## src/hw/rtl/wtd_pkg.sv

```systemverilog
// ----------------------------------------------------------------------------
// Worker task dispatcher package
// Shared constants, operation and status codes, and transaction structs.
// ----------------------------------------------------------------------------
package wtd_pkg;

  // Default configuration of the dispatcher.
  localparam int WORKERS_DEF     = 8;
  localparam int QUEUE_DEPTH_DEF = 64;
  localparam int TASK_BITS_DEF   = 16;

  // Field widths of the transaction payloads.
  localparam int OP_W     = 2;
  localparam int WID_W    = 3;
  localparam int TASK_W   = 16;
  localparam int STATUS_W = 3;
  localparam int LEVEL_W  = 7;

  // Operation codes.
  localparam logic [OP_W-1:0] OP_PUSH  = 2'd0;
  localparam logic [OP_W-1:0] OP_POLL  = 2'd1;
  localparam logic [OP_W-1:0] OP_SLEEP = 2'd2;
  localparam logic [OP_W-1:0] OP_TERM  = 2'd3;

  // Worker modes.
  localparam logic [1:0] MODE_BUSY  = 2'd0;
  localparam logic [1:0] MODE_SPIN  = 2'd1;
  localparam logic [1:0] MODE_SLEEP = 2'd2;

  // Result status codes.
  localparam logic [STATUS_W-1:0] ST_SPIN   = 3'd0;
  localparam logic [STATUS_W-1:0] ST_WAKE   = 3'd1;
  localparam logic [STATUS_W-1:0] ST_QUEUED = 3'd2;
  localparam logic [STATUS_W-1:0] ST_FULL   = 3'd3;
  localparam logic [STATUS_W-1:0] ST_GRANT  = 3'd4;
  localparam logic [STATUS_W-1:0] ST_NOWORK = 3'd5;
  localparam logic [STATUS_W-1:0] ST_TERM   = 3'd6;
  localparam logic [STATUS_W-1:0] ST_ACK    = 3'd7;

  // Input transaction.
  typedef struct packed {
    logic [OP_W-1:0]   op;
    logic [WID_W-1:0]  worker;
    logic              from_worker;
    logic [TASK_W-1:0] task_id;
  } wtd_in_t;

  // Result transaction.
  typedef struct packed {
    logic [STATUS_W-1:0] status;
    logic [WID_W-1:0]    target_worker;
    logic [TASK_W-1:0]   granted_task;
    logic [LEVEL_W-1:0]  queue_level;
  } wtd_out_t;

  // Update request for the worker table.
  typedef struct packed {
    logic       set_mode;
    logic [1:0] mode;
    logic       fill;
    logic       clear;
  } wkr_cmd_t;

  // Update request for the shared queue.
  typedef struct packed {
    logic push;
    logic pop;
  } fifo_cmd_t;

endpackage

```

## src/hw/rtl/wtd_workers.sv

```systemverilog
// ----------------------------------------------------------------------------
// Worker table
// Per-worker mode and slot flags, the slot task memory, and the rotating
// search for an empty slot of a spinning or sleeping worker.
// ----------------------------------------------------------------------------
module wtd_workers import wtd_pkg::*; #(
  parameter int WORKERS  = WORKERS_DEF,
  parameter int SLOT_W   = TASK_BITS_DEF,
  localparam int WIDX    = $clog2(WORKERS)
) (
  input  logic              clk,
  input  logic              rst_n,
  input  logic              rd_en,
  input  logic [WIDX-1:0]   rd_idx,
  input  logic [WIDX-1:0]   q_idx,
  input  logic [WIDX-1:0]   start_idx,
  input  wkr_cmd_t          cmd,
  input  logic [WIDX-1:0]   cmd_idx,
  input  logic [SLOT_W-1:0] wr_task,
  output logic [SLOT_W-1:0] slot_rdata,
  output logic              q_full,
  output logic              spin_hit,
  output logic [WIDX-1:0]   spin_idx,
  output logic              sleep_hit,
  output logic [WIDX-1:0]   sleep_idx
);

  logic [1:0]         mode_r [WORKERS];
  logic [WORKERS-1:0] full_r;
  logic [SLOT_W-1:0]  slot_mem [WORKERS];

  logic [WORKERS-1:0] spin_cand;
  logic [WORKERS-1:0] sleep_cand;
  logic [WORKERS-1:0] from_start;

  // Lowest set bit of a candidate vector.
  function automatic logic [WIDX-1:0] first_idx(input logic [WORKERS-1:0] v);
    logic [WIDX-1:0] idx;
    idx = '0;
    for (int i = WORKERS - 1; i >= 0; i--) begin
      if (v[i]) begin
        idx = WIDX'(i);
      end
    end
    return idx;
  endfunction

  // Candidate vectors and the mask of workers at or above the scan start.
  always_comb begin
    for (int i = 0; i < WORKERS; i++) begin
      spin_cand[i]  = (mode_r[i] == MODE_SPIN) && !full_r[i];
      sleep_cand[i] = (mode_r[i] == MODE_SLEEP) && !full_r[i];
      from_start[i] = (i >= int'(start_idx));
    end
  end

  // Rotating search: prefer candidates from the start upward, then wrap.
  always_comb begin
    spin_hit  = |spin_cand;
    sleep_hit = |sleep_cand;
    if (|(spin_cand & from_start)) begin
      spin_idx = first_idx(spin_cand & from_start);
    end else begin
      spin_idx = first_idx(spin_cand);
    end
    if (|(sleep_cand & from_start)) begin
      sleep_idx = first_idx(sleep_cand & from_start);
    end else begin
      sleep_idx = first_idx(sleep_cand);
    end
  end

  assign q_full = full_r[q_idx];

  // Mode and slot flags.
  always_ff @(posedge clk) begin
    if (!rst_n) begin
      for (int i = 0; i < WORKERS; i++) begin
        mode_r[i] <= MODE_BUSY;
      end
      full_r <= '0;
    end else begin
      if (cmd.set_mode) begin
        mode_r[cmd_idx] <= cmd.mode;
      end
      if (cmd.fill) begin
        full_r[cmd_idx] <= 1'b1;
      end else if (cmd.clear) begin
        full_r[cmd_idx] <= 1'b0;
      end
    end
  end

  // Slot task memory with a registered read port.
  always_ff @(posedge clk) begin
    if (cmd.fill) begin
      slot_mem[cmd_idx] <= wr_task;
    end
    if (rd_en) begin
      slot_rdata <= slot_mem[rd_idx];
    end
  end

endmodule

```

## src/hw/rtl/wtd_fifo.sv

```systemverilog
// ----------------------------------------------------------------------------
// Shared task queue
// Circular buffer memory with head, tail and fill count.
// ----------------------------------------------------------------------------
module wtd_fifo import wtd_pkg::*; #(
  parameter int QUEUE_DEPTH = QUEUE_DEPTH_DEF,
  parameter int SLOT_W      = TASK_BITS_DEF,
  localparam int PW         = $clog2(QUEUE_DEPTH),
  localparam int CW         = $clog2(QUEUE_DEPTH + 1)
) (
  input  logic              clk,
  input  logic              rst_n,
  input  logic              rd_en,
  input  fifo_cmd_t         cmd,
  input  logic [SLOT_W-1:0] wr_task,
  output logic [SLOT_W-1:0] rdata,
  output logic              full,
  output logic              empty,
  output logic [CW-1:0]     count_nxt
);

  logic [SLOT_W-1:0] mem [QUEUE_DEPTH];
  logic [PW-1:0]     head_r;
  logic [PW-1:0]     tail_r;
  logic [CW-1:0]     count_r;
  logic [PW-1:0]     head_nxt;
  logic [PW-1:0]     tail_nxt;

  assign full  = (count_r == CW'(QUEUE_DEPTH));
  assign empty = (count_r == '0);

  // Pointer advance with wrap at the queue depth.
  always_comb begin
    head_nxt  = head_r;
    tail_nxt  = tail_r;
    count_nxt = count_r;
    if (cmd.push) begin
      tail_nxt  = (tail_r == PW'(QUEUE_DEPTH - 1)) ? '0 : tail_r + 1'b1;
      count_nxt = count_r + 1'b1;
    end else if (cmd.pop) begin
      head_nxt  = (head_r == PW'(QUEUE_DEPTH - 1)) ? '0 : head_r + 1'b1;
      count_nxt = count_r - 1'b1;
    end
  end

  always_ff @(posedge clk) begin
    if (!rst_n) begin
      head_r  <= '0;
      tail_r  <= '0;
      count_r <= '0;
    end else begin
      head_r  <= head_nxt;
      tail_r  <= tail_nxt;
      count_r <= count_nxt;
    end
  end

  // Queue memory; the head entry is read as a transaction is taken.
  always_ff @(posedge clk) begin
    if (cmd.push) begin
      mem[tail_r] <= wr_task;
    end
    if (rd_en) begin
      rdata <= mem[head_r];
    end
  end

endmodule

```

## src/hw/rtl/worker_task_dispatcher_unit.sv

```systemverilog
// ----------------------------------------------------------------------------
// Worker task dispatcher
// Push, poll, sleep and terminate handling over a worker table and queue.
// ----------------------------------------------------------------------------
// A transaction is taken when start is high and busy is low, and busy stays
// high for the next cycle while the slot and queue memories return the
// worker's slot and the queue head; the result is shown with out_valid for
// one cycle after that, and a new transaction can be taken in that same
// cycle. Those memories have registered read ports, which is why busy is
// held. Results cannot be held off, so out_item is valid only while
// out_valid is high. busy is also high while reset is applied.
module worker_task_dispatcher_unit import wtd_pkg::*; #(
  parameter int WORKERS     = WORKERS_DEF,
  parameter int QUEUE_DEPTH = QUEUE_DEPTH_DEF,
  parameter int TASK_BITS   = TASK_BITS_DEF
) (
  input  logic     clk,
  input  logic     rst_n,
  input  logic     start,
  input  wtd_in_t  in_item,
  output logic     busy,
  output logic     out_valid,
  output wtd_out_t out_item
);

  localparam int WIDX   = $clog2(WORKERS);
  localparam int SLOT_W = (TASK_BITS < TASK_W) ? TASK_BITS : TASK_W;
  localparam int CW     = $clog2(QUEUE_DEPTH + 1);

  logic      pend_r;
  logic      stopped_r;
  logic      stopped_nxt;
  wtd_in_t   item_r;
  logic      out_valid_r;
  wtd_out_t  out_item_r;
  wtd_out_t  res;
  logic      accept;

  logic [WIDX-1:0]   w_idx;
  logic              w_ok;
  logic [WIDX-1:0]   start_idx;
  logic [SLOT_W-1:0] task_val;

  wkr_cmd_t          wcmd;
  wkr_cmd_t          wcmd_g;
  logic [WIDX-1:0]   wcmd_idx;
  fifo_cmd_t         fcmd;
  fifo_cmd_t         fcmd_g;

  logic [SLOT_W-1:0] slot_rdata;
  logic              q_full;
  logic              spin_hit;
  logic [WIDX-1:0]   spin_idx;
  logic              sleep_hit;
  logic [WIDX-1:0]   sleep_idx;
  logic [SLOT_W-1:0] fifo_rdata;
  logic              fifo_full;
  logic              fifo_empty;
  logic [CW-1:0]     level_nxt;

  assign busy      = pend_r || !rst_n;
  assign accept    = start && !busy;
  assign out_valid = out_valid_r;
  assign out_item  = out_item_r;

  // Decode of the held transaction.
  assign w_idx     = WIDX'(item_r.worker);
  assign w_ok      = (int'(item_r.worker) < WORKERS);
  assign start_idx = (item_r.from_worker && w_ok) ? w_idx : '0;
  assign task_val  = SLOT_W'(item_r.task_id);

  // Operation handling and result formation.
  always_comb begin
    wcmd        = '0;
    wcmd_idx    = w_idx;
    fcmd        = '0;
    stopped_nxt = stopped_r;
    res         = '0;
    unique case (item_r.op)
      OP_PUSH: begin
        res.granted_task = TASK_W'(task_val);
        if (spin_hit) begin
          wcmd.fill         = 1'b1;
          wcmd_idx          = spin_idx;
          res.status        = ST_SPIN;
          res.target_worker = WID_W'(spin_idx);
        end else if (sleep_hit) begin
          wcmd.fill         = 1'b1;
          wcmd_idx          = sleep_idx;
          res.status        = ST_WAKE;
          res.target_worker = WID_W'(sleep_idx);
        end else if (fifo_full) begin
          res.status = ST_FULL;
        end else begin
          fcmd.push  = 1'b1;
          res.status = ST_QUEUED;
        end
      end
      OP_POLL: begin
        res.target_worker = item_r.worker;
        if (!w_ok) begin
          res.status = stopped_r ? ST_TERM : ST_NOWORK;
        end else begin
          wcmd.set_mode = 1'b1;
          wcmd.mode     = MODE_SPIN;
          if (stopped_r) begin
            res.status = ST_TERM;
          end else if (q_full) begin
            wcmd.mode        = MODE_BUSY;
            wcmd.clear       = 1'b1;
            res.status       = ST_GRANT;
            res.granted_task = TASK_W'(slot_rdata);
          end else if (!fifo_empty) begin
            wcmd.mode        = MODE_BUSY;
            fcmd.pop         = 1'b1;
            res.status       = ST_GRANT;
            res.granted_task = TASK_W'(fifo_rdata);
          end else begin
            res.status = ST_NOWORK;
          end
        end
      end
      OP_SLEEP: begin
        wcmd.set_mode     = w_ok;
        wcmd.mode         = MODE_SLEEP;
        res.status        = ST_ACK;
        res.target_worker = item_r.worker;
      end
      OP_TERM: begin
        stopped_nxt = 1'b1;
        res.status  = ST_ACK;
      end
      default: begin
        res.status = ST_ACK;
      end
    endcase
    res.queue_level = LEVEL_W'(level_nxt);
  end

  // State updates only happen in the processing cycle.
  assign wcmd_g = pend_r ? wcmd : '0;
  assign fcmd_g = pend_r ? fcmd : '0;

  // Control registers.
  always_ff @(posedge clk) begin
    if (!rst_n) begin
      pend_r      <= 1'b0;
      stopped_r   <= 1'b0;
      out_valid_r <= 1'b0;
    end else begin
      pend_r      <= accept;
      out_valid_r <= pend_r;
      if (pend_r) begin
        stopped_r <= stopped_nxt;
      end
    end
  end

  // Input and result payload registers.
  always_ff @(posedge clk) begin
    if (accept) begin
      item_r <= in_item;
    end
    if (pend_r) begin
      out_item_r <= res;
    end
  end

  wtd_workers #(
    .WORKERS (WORKERS),
    .SLOT_W  (SLOT_W)
  ) u_workers (
    .clk        (clk),
    .rst_n      (rst_n),
    .rd_en      (accept),
    .rd_idx     (WIDX'(in_item.worker)),
    .q_idx      (w_idx),
    .start_idx  (start_idx),
    .cmd        (wcmd_g),
    .cmd_idx    (wcmd_idx),
    .wr_task    (task_val),
    .slot_rdata (slot_rdata),
    .q_full     (q_full),
    .spin_hit   (spin_hit),
    .spin_idx   (spin_idx),
    .sleep_hit  (sleep_hit),
    .sleep_idx  (sleep_idx)
  );

  wtd_fifo #(
    .QUEUE_DEPTH (QUEUE_DEPTH),
    .SLOT_W      (SLOT_W)
  ) u_fifo (
    .clk       (clk),
    .rst_n     (rst_n),
    .rd_en     (accept),
    .cmd       (fcmd_g),
    .wr_task   (task_val),
    .rdata     (fifo_rdata),
    .full      (fifo_full),
    .empty     (fifo_empty),
    .count_nxt (level_nxt)
  );

endmodule

```

## config.mk

```make
export PLATFORM = sky130hd
export DESIGN_NAME = worker_task_dispatcher_unit
export DESIGN_NICKNAME = d
export VERILOG_FILES = /design/src/hw/rtl/wtd_pkg.sv /design/src/hw/rtl/wtd_workers.sv /design/src/hw/rtl/wtd_fifo.sv /design/src/hw/rtl/worker_task_dispatcher_unit.sv
export SDC_FILE = /design/constraint.sdc
export NUM_CORES = 1
export LEC_CHECK = 0
export BUFFER_PORTS_ARGS = -buffer_cell sky130_fd_sc_hd__buf_2
export CORE_ASPECT_RATIO = 0.6
export CORE_MARGIN = 4
export CORE_UTILIZATION = 63
export DETAILED_ROUTE_END_ITERATION = 12
export MAX_ROUTING_LAYER = met4
export PLACE_DENSITY = 0.83
export REMOVE_ABC_BUFFERS = 1
export SLEW_MARGIN = 20
export SYNTH_ARGS = -nofsm -noshare
export SYNTH_HDL_FRONTEND = slang
export SYNTH_SLANG_ARGS = --single-unit
```

## constraint.sdc

```tcl
create_clock -name clk -period 5 [get_ports clk]
set_input_delay 1 -clock clk [delete_from_list [all_inputs] [get_ports clk]]
set_output_delay 1 -clock clk [all_outputs]
set_load 0.01 [all_outputs]
```

### Word level (Yosys, flattened, before mapping)

Memories as Yosys holds them, arrays and structs flattened. A register that Yosys moved wholly into a read port is not among the register bits.
Index checks and enable logic that the tools add are counted.

| cells by class | value |
|---|---|
| equality and inequality tests | 22 |
| bitwise operators | 6 |
| reductions and logical operators | 41 |
| multiplexer cells | 92 |
| add/sub/neg operators | 4 |
| order comparisons | 10 |

Operators with widths:

| kind | count |
|---|---|
| 3-bit two-way mux | 42 |
| 16-bit two-way mux | 3 |
| 16-bit one-hot mux with 2 select lines | 1 |
| 8-bit OR reduction | 4 |
| 1-bit two-way mux | 30 |
| 8-bit bitwise AND | 3 |
| 2-bit == test, second input constant | 10 |
| 2-bit by 1-bit == test with 1-bit output, second input constant | 9 |
| 1-bit logical AND | 18 |
| 8-bit two-way mux | 2 |
| 7-bit two-way mux | 2 |
| 6-bit by 1-bit adder with 6-bit output, second input constant | 2 |
| 6-bit == test, second input constant | 2 |
| 6-bit two-way mux | 2 |
| 3-bit one-hot mux with 2 select lines | 2 |
| 1-bit logical NOT | 10 |
| 5-bit two-way mux | 2 |
| 3-bit >= comparator, first input constant | 3 |
| 3-bit one-hot mux with 3 select lines | 1 |
| 3-bit by 4-bit < comparator with 1-bit output, second input constant | 2 |
| 8-bit NOT | 1 |
| 8-bit bitwise OR | 1 |
| 7-bit by 1-bit adder with 7-bit output, second input constant | 1 |
| 7-bit == test, second input constant | 1 |
| other kinds (14) | 21 |

| word-level totals | value |
|---|---|
| output and inout bits | 31 |
| bits in writable memories | 1,168 |
| word-level logic and storage cells | 193 |
| memories | 3 |
| input bits | 25 |
| bits in registers | 81 |

Memory list:

| memory | depth | bits a word | read ports | clocked after Yosys merged registers in | write ports | RTL line | RTL |
|---|---|---|---|---|---|---|---|
| u_fifo.mem | 64 | 16 | 1 | 1 | 1 | wtd_fifo.sv:22 | `logic [SLOT_W-1:0] mem [QUEUE_DEPTH];` |
| u_workers.slot_mem | 8 | 16 | 1 | 1 | 1 | wtd_workers.sv:30 | `logic [SLOT_W-1:0] slot_mem [WORKERS];` |
| u_workers.mode_r | 8 | 2 | 8 | 0 | 8 | wtd_workers.sv:28 | `logic [1:0] mode_r [WORKERS];` |

### Logic depth before layout (Yosys ltp)

An unclocked memory read counts as a cell.

| depth | value |
|---|---|
| word-level depth | 24 |
| gate-level depth with buffers | 12 |
| mapped depth without buffers | 10 |

### Cells and area by module

A second synthesis with hierarchy kept.

| second synthesis, totals | value |
|---|---|
| cells, all modules | 2,561 |
| area, all modules | 50,434.6 sq um |

By module, submodules not included:

| module | area each (sq um) | instances | sequential area each (sq um) | cells an instance |
|---|---|---|---|---|
| wtd_fifo | 41,129.4 | 1 | 31,610.3 | 2,010 |
| wtd_workers | 6,970.4 | 1 | 4,964.8 | 402 |
| worker_task_dispatcher_unit | 2,334.7 | 1 | 1,591.5 | 149 |

### Worst setup path before layout

OpenSTA, ideal clock, no wires.

| timing | value |
|---|---|
| path type | input to register |
| start point | input port rst_n |
| end point | register item_r[16] (netlist bit), enable pin |
| library setup time | 0.466 ns |
| arrival time | 3.701 ns |
| buffers on the path | 1 |
| required time | 4.534 ns |
| slack | 0.833 ns |
| stages | 3 |
| cell sequence | clkbuf_1 -> nand2b_1 -> nor2_1 |

| between the ends | value |
|---|---|
| word-level cells in the longest chain between the ends | 4 |

Ends and longest elaborated chain:

| element | RTL line | RTL |
|---|---|---|
| start: declaration | worker_task_dispatcher_unit.sv:18 | `input logic rst_n,` |
| 1-bit logical NOT | -- |  |
| 1-bit logical OR | worker_task_dispatcher_unit.sv:61 | `assign busy = pend_r \|\| !rst_n;` |
| via busy | worker_task_dispatcher_unit.sv:21 | `output logic busy,` |
| 1-bit logical NOT | worker_task_dispatcher_unit.sv:62 | `assign accept = start && !busy;` |
| 1-bit logical AND | worker_task_dispatcher_unit.sv:62 |  |
| via accept | worker_task_dispatcher_unit.sv:37 | `logic accept;` |
| end signal: assignment | worker_task_dispatcher_unit.sv:162 | `item_r <= in_item;` |
| end: declaration | worker_task_dispatcher_unit.sv:33 | `wtd_in_t item_r;` |

The timed path passes the listed nets, and every way through them passes these cells.
A chain may end at the register's enable or synchronous reset.

==> reports/metrics.csv <==
metric,value,unit
grt_max_degree,100,
insertion_delay,0.73,ns
cts_resized,0,
yosysTopAreaCell,edfxtp_1,
yosysSeqAreaShare,76.5,%
muxShareOfSynthArea,17.1,%
max_freq,245,MHz
numPortBuffers,55,
synth_top_area_share,75.2,%
synthSimpleGateAreaFrac,3.14,%
cpMaxStageDelayCell,nor4_1,
overflow,0,
critPathMaxFanout,16,
cts_setup_buffers,0,
crit_path_max_incr_delay,0.88,ns
core_area,78000,µm²
end_kind,flop,
numCtsBuffers,105,
crit_chain,"nor3b_1, nor4_1, o211a_4, and2_4, nor2b_1, nand3_1, nor2_1, buf_4",
worstSetupPathType,reg -> reg,
ant_nets,0,
cts.sinks,1281,
synth_seq_cells,1281,
cts_hold_buf,0,
path_clk_slew,0.07,ns
dpl.hpwl,77.9,mm
vdd_drop_max,0.000412,V
drcViolationCount,0,
synth_adder_area_share,0.251,%
synth_async_sr_flop_share,0,%
initial_core_util,64.0,%
placedCellCount,3349,
antenna_found_initial,15,
post_drt_wl_per_cell,38.0,µm
netlist_instances,2249,
dieArea,84000,µm²
grt_usage,34.2,%
fin_worst_skew,0.0272,ns
grt_pass1_vias,25212,
finalWirelength,135,mm
synthXorXnorAreaFrac,0.263,%
synth_area_leaders,"edfxtp_1 (75%), mux4_2 (17%), dfxtp_1 (1.2%)",
n_fill_cell,4296,
synth_edf_count,1251,
run_status,finished clean,
root_buffer,clkbuf_16,
drv_slew,0,
worst_pin_slew,1.15,ns
fin_crit,4.08,ns
synth_compound_area_share,1.77,%
setup_viol,0,
area_growth,11.1,%
vias,26193,
instances_no_fill,3562,
grt_first_pass_wirelength,192,mm
drt-initial-drc-count,5109,
min_period_over_period,81.6,%
place_ws,1.28,ns
synth_top_family_by_area,multiplexers,
power_density,369,nW/µm²
relSlewSlack,23.2,%
die_h,226,µm
required,5.40,ns
htree_levels,3,
dr.pass1.iters,5,
cts_max_path_buffers,3,
synth.avg_cell_area,22.2,µm²
hold_violations,0,
ios,56,
hold_path.class,in -> reg,
layout-drive-gt1-share,30.5,%
num_rows,79,
dieWidth,371,µm
critPathLaunchType,flop,
yosys_warnings,0,
gp_congestion,0.950,
leakage,16.9,nW
ys.flop_type,edfxtp_1,
ys_types,78,
rsz0062_at_grt,false,
worstPathArrival,4.48,ns
syn_area,49900,µm²
cts_tree,yes,
nets,2439,
max_cap_viol_count,0,
setup_ws,0.919,ns
via_per_inst,7.35,
==> area by class of cell <==
type / count / area, µm² / area share [%]
inverter: 9 / 33.8 / 0.0609
multi-input combinational: 839 / 11300 / 20.3
antenna: 12 / 30.0 / 0.0542
tap: 1053 / 1320 / 2.38
timing repair buffer: 168 / 1240 / 2.24
clock inverter: 68 / 547 / 0.986
sequential: 1281 / 38200 / 68.9
clock buffer: 132 / 2810 / 5.07
==> final timing paths <==
kind	slack (ns)	to	start	cells after the start
min reg2reg	0.52	flop	flop	2
max reg2reg	0.92	u_fifo.mem[35][8]	flop	8
min	0.46	task_val[0]	in_item[0]	1
max	0.92	u_fifo.mem[35][8]	flop	8
==> per-stage QoR <==
stage	power (W)	hold slack (ns)	area (µm²)	util, %	TNS, ns
final	0.0205	0.456	55400	71.1	0
after detailed placement	0.0124	0.500	52000	66.7	0
after global routing	0.0210	0.432	55400	71.1	0
after global placement	0.0124	0.507	52000	66.7	0
after floorplan	0.0122	0.461	49400	-	-157.21
after CTS	0.0205	0.418	55400	71.0	0
==> critical path, delay by kind of cell (launching register included) <==
kind            cells  cell delay (ns)
compound gates      1             0.32
simple gates        6             2.55
flops               1             0.58
buf+inv             1             0.31
==> cell families after synthesis <==
family | count (synthesis)
xor gates and xnor gates | 15
DFF | 1281
buffers and inverters | 129
muxes | 388
and+or+nand+nor | 297
adders and majority gates | 10
AOI/OAI and AO/OA | 129
==> synth_stat cells, drive strengths merged (3+ instances only) <==
cell type and number:
o21a 3, nand2 56, nor3b 32, a211oi 5, or3b 16, nor2b 4
nand3 14, o41ai 3, a21oi 36, nand4 9, nand2b 5, mux2 17
or3 6, o22ai 5, o31ai 6, o2bb2ai 4, ha 10, xor2 10
clkbuf 71, nand3b 6, inv 8, o21ai 36, nor3 12, nor2 110
dfxtp 30, o211ai 4, o311ai 6, buf 49, and2 12, nor4 5
mux4 370, xnor2 5, or2 4, edfxtp 1251
==> flip-flops by register name, summed over array words and instances, names as in the netlist, 3 cells and up, named ones only <==
register	cells
u_fifo.mem	1024
u_workers.slot_mem	128
out_item	29
task_val	16
u_fifo.rdata	16
u_workers.mode_r	16
u_workers.slot_rdata	16
u_fifo.count_r	7
u_fifo.head_r	6
u_fifo.tail_r	6
item_r	3
w_idx	3
==> report_power, final <==
group          total (W)  internal (W)  switching, W
Clock            0.00828       0.00437       0.00390
Sequential        0.0118        0.0118     0.0000287
Combinational   0.000417     0.0000981      0.000319
==> routing by layer <==
metal | routed length [µm] | GRT usage, % | part of all wire [%] | up-vias
li1 | - | - | - | 9811
met1 | 49600 | 50.0 | 37 | 13580
met2 | 61400 | 48.2 | 45 | 2556
met3 | 21000 | 10.8 | 16 | 246
met4 | 3340 | 8.32 | 2.5 | 0
met5 | 0 | - | 0 | -
==> cells in the final DEF (no fill, tap or decap), drive strengths merged, types with 3 or more instances in the layout <==
cell      synthesis  final
or2               4      4
or3               6      6
nand3b            6      6
or3b             16     16
mux4            370    370
mux2             17     17
o2bb2ai           4      4
nor4              5      5
diode             0     12
xnor2             5      5
a211oi            5      5
nor3             12     12
edfxtp         1251   1251
o41ai             3      3
clkinvlp          0      4
o311ai            6      6
nor3b            32     32
inv               8     13
o211ai            4      4
nor2b             4      4
ha               10     10
bufinv            0      7
o21ai            36     36
clkinv            1     53
o21a              3      3
clkbuf           71    132
o22ai             5      5
and2             12     12
nand2            56     56
a21oi            36     36
nor2            110    110
buf              49    168
nand3            14     14
dfxtp            30     30
nand4             9      9
xor2             10     10
o31ai             6      6
nand2b            5      5
Power figures use the tool's default switching activity.
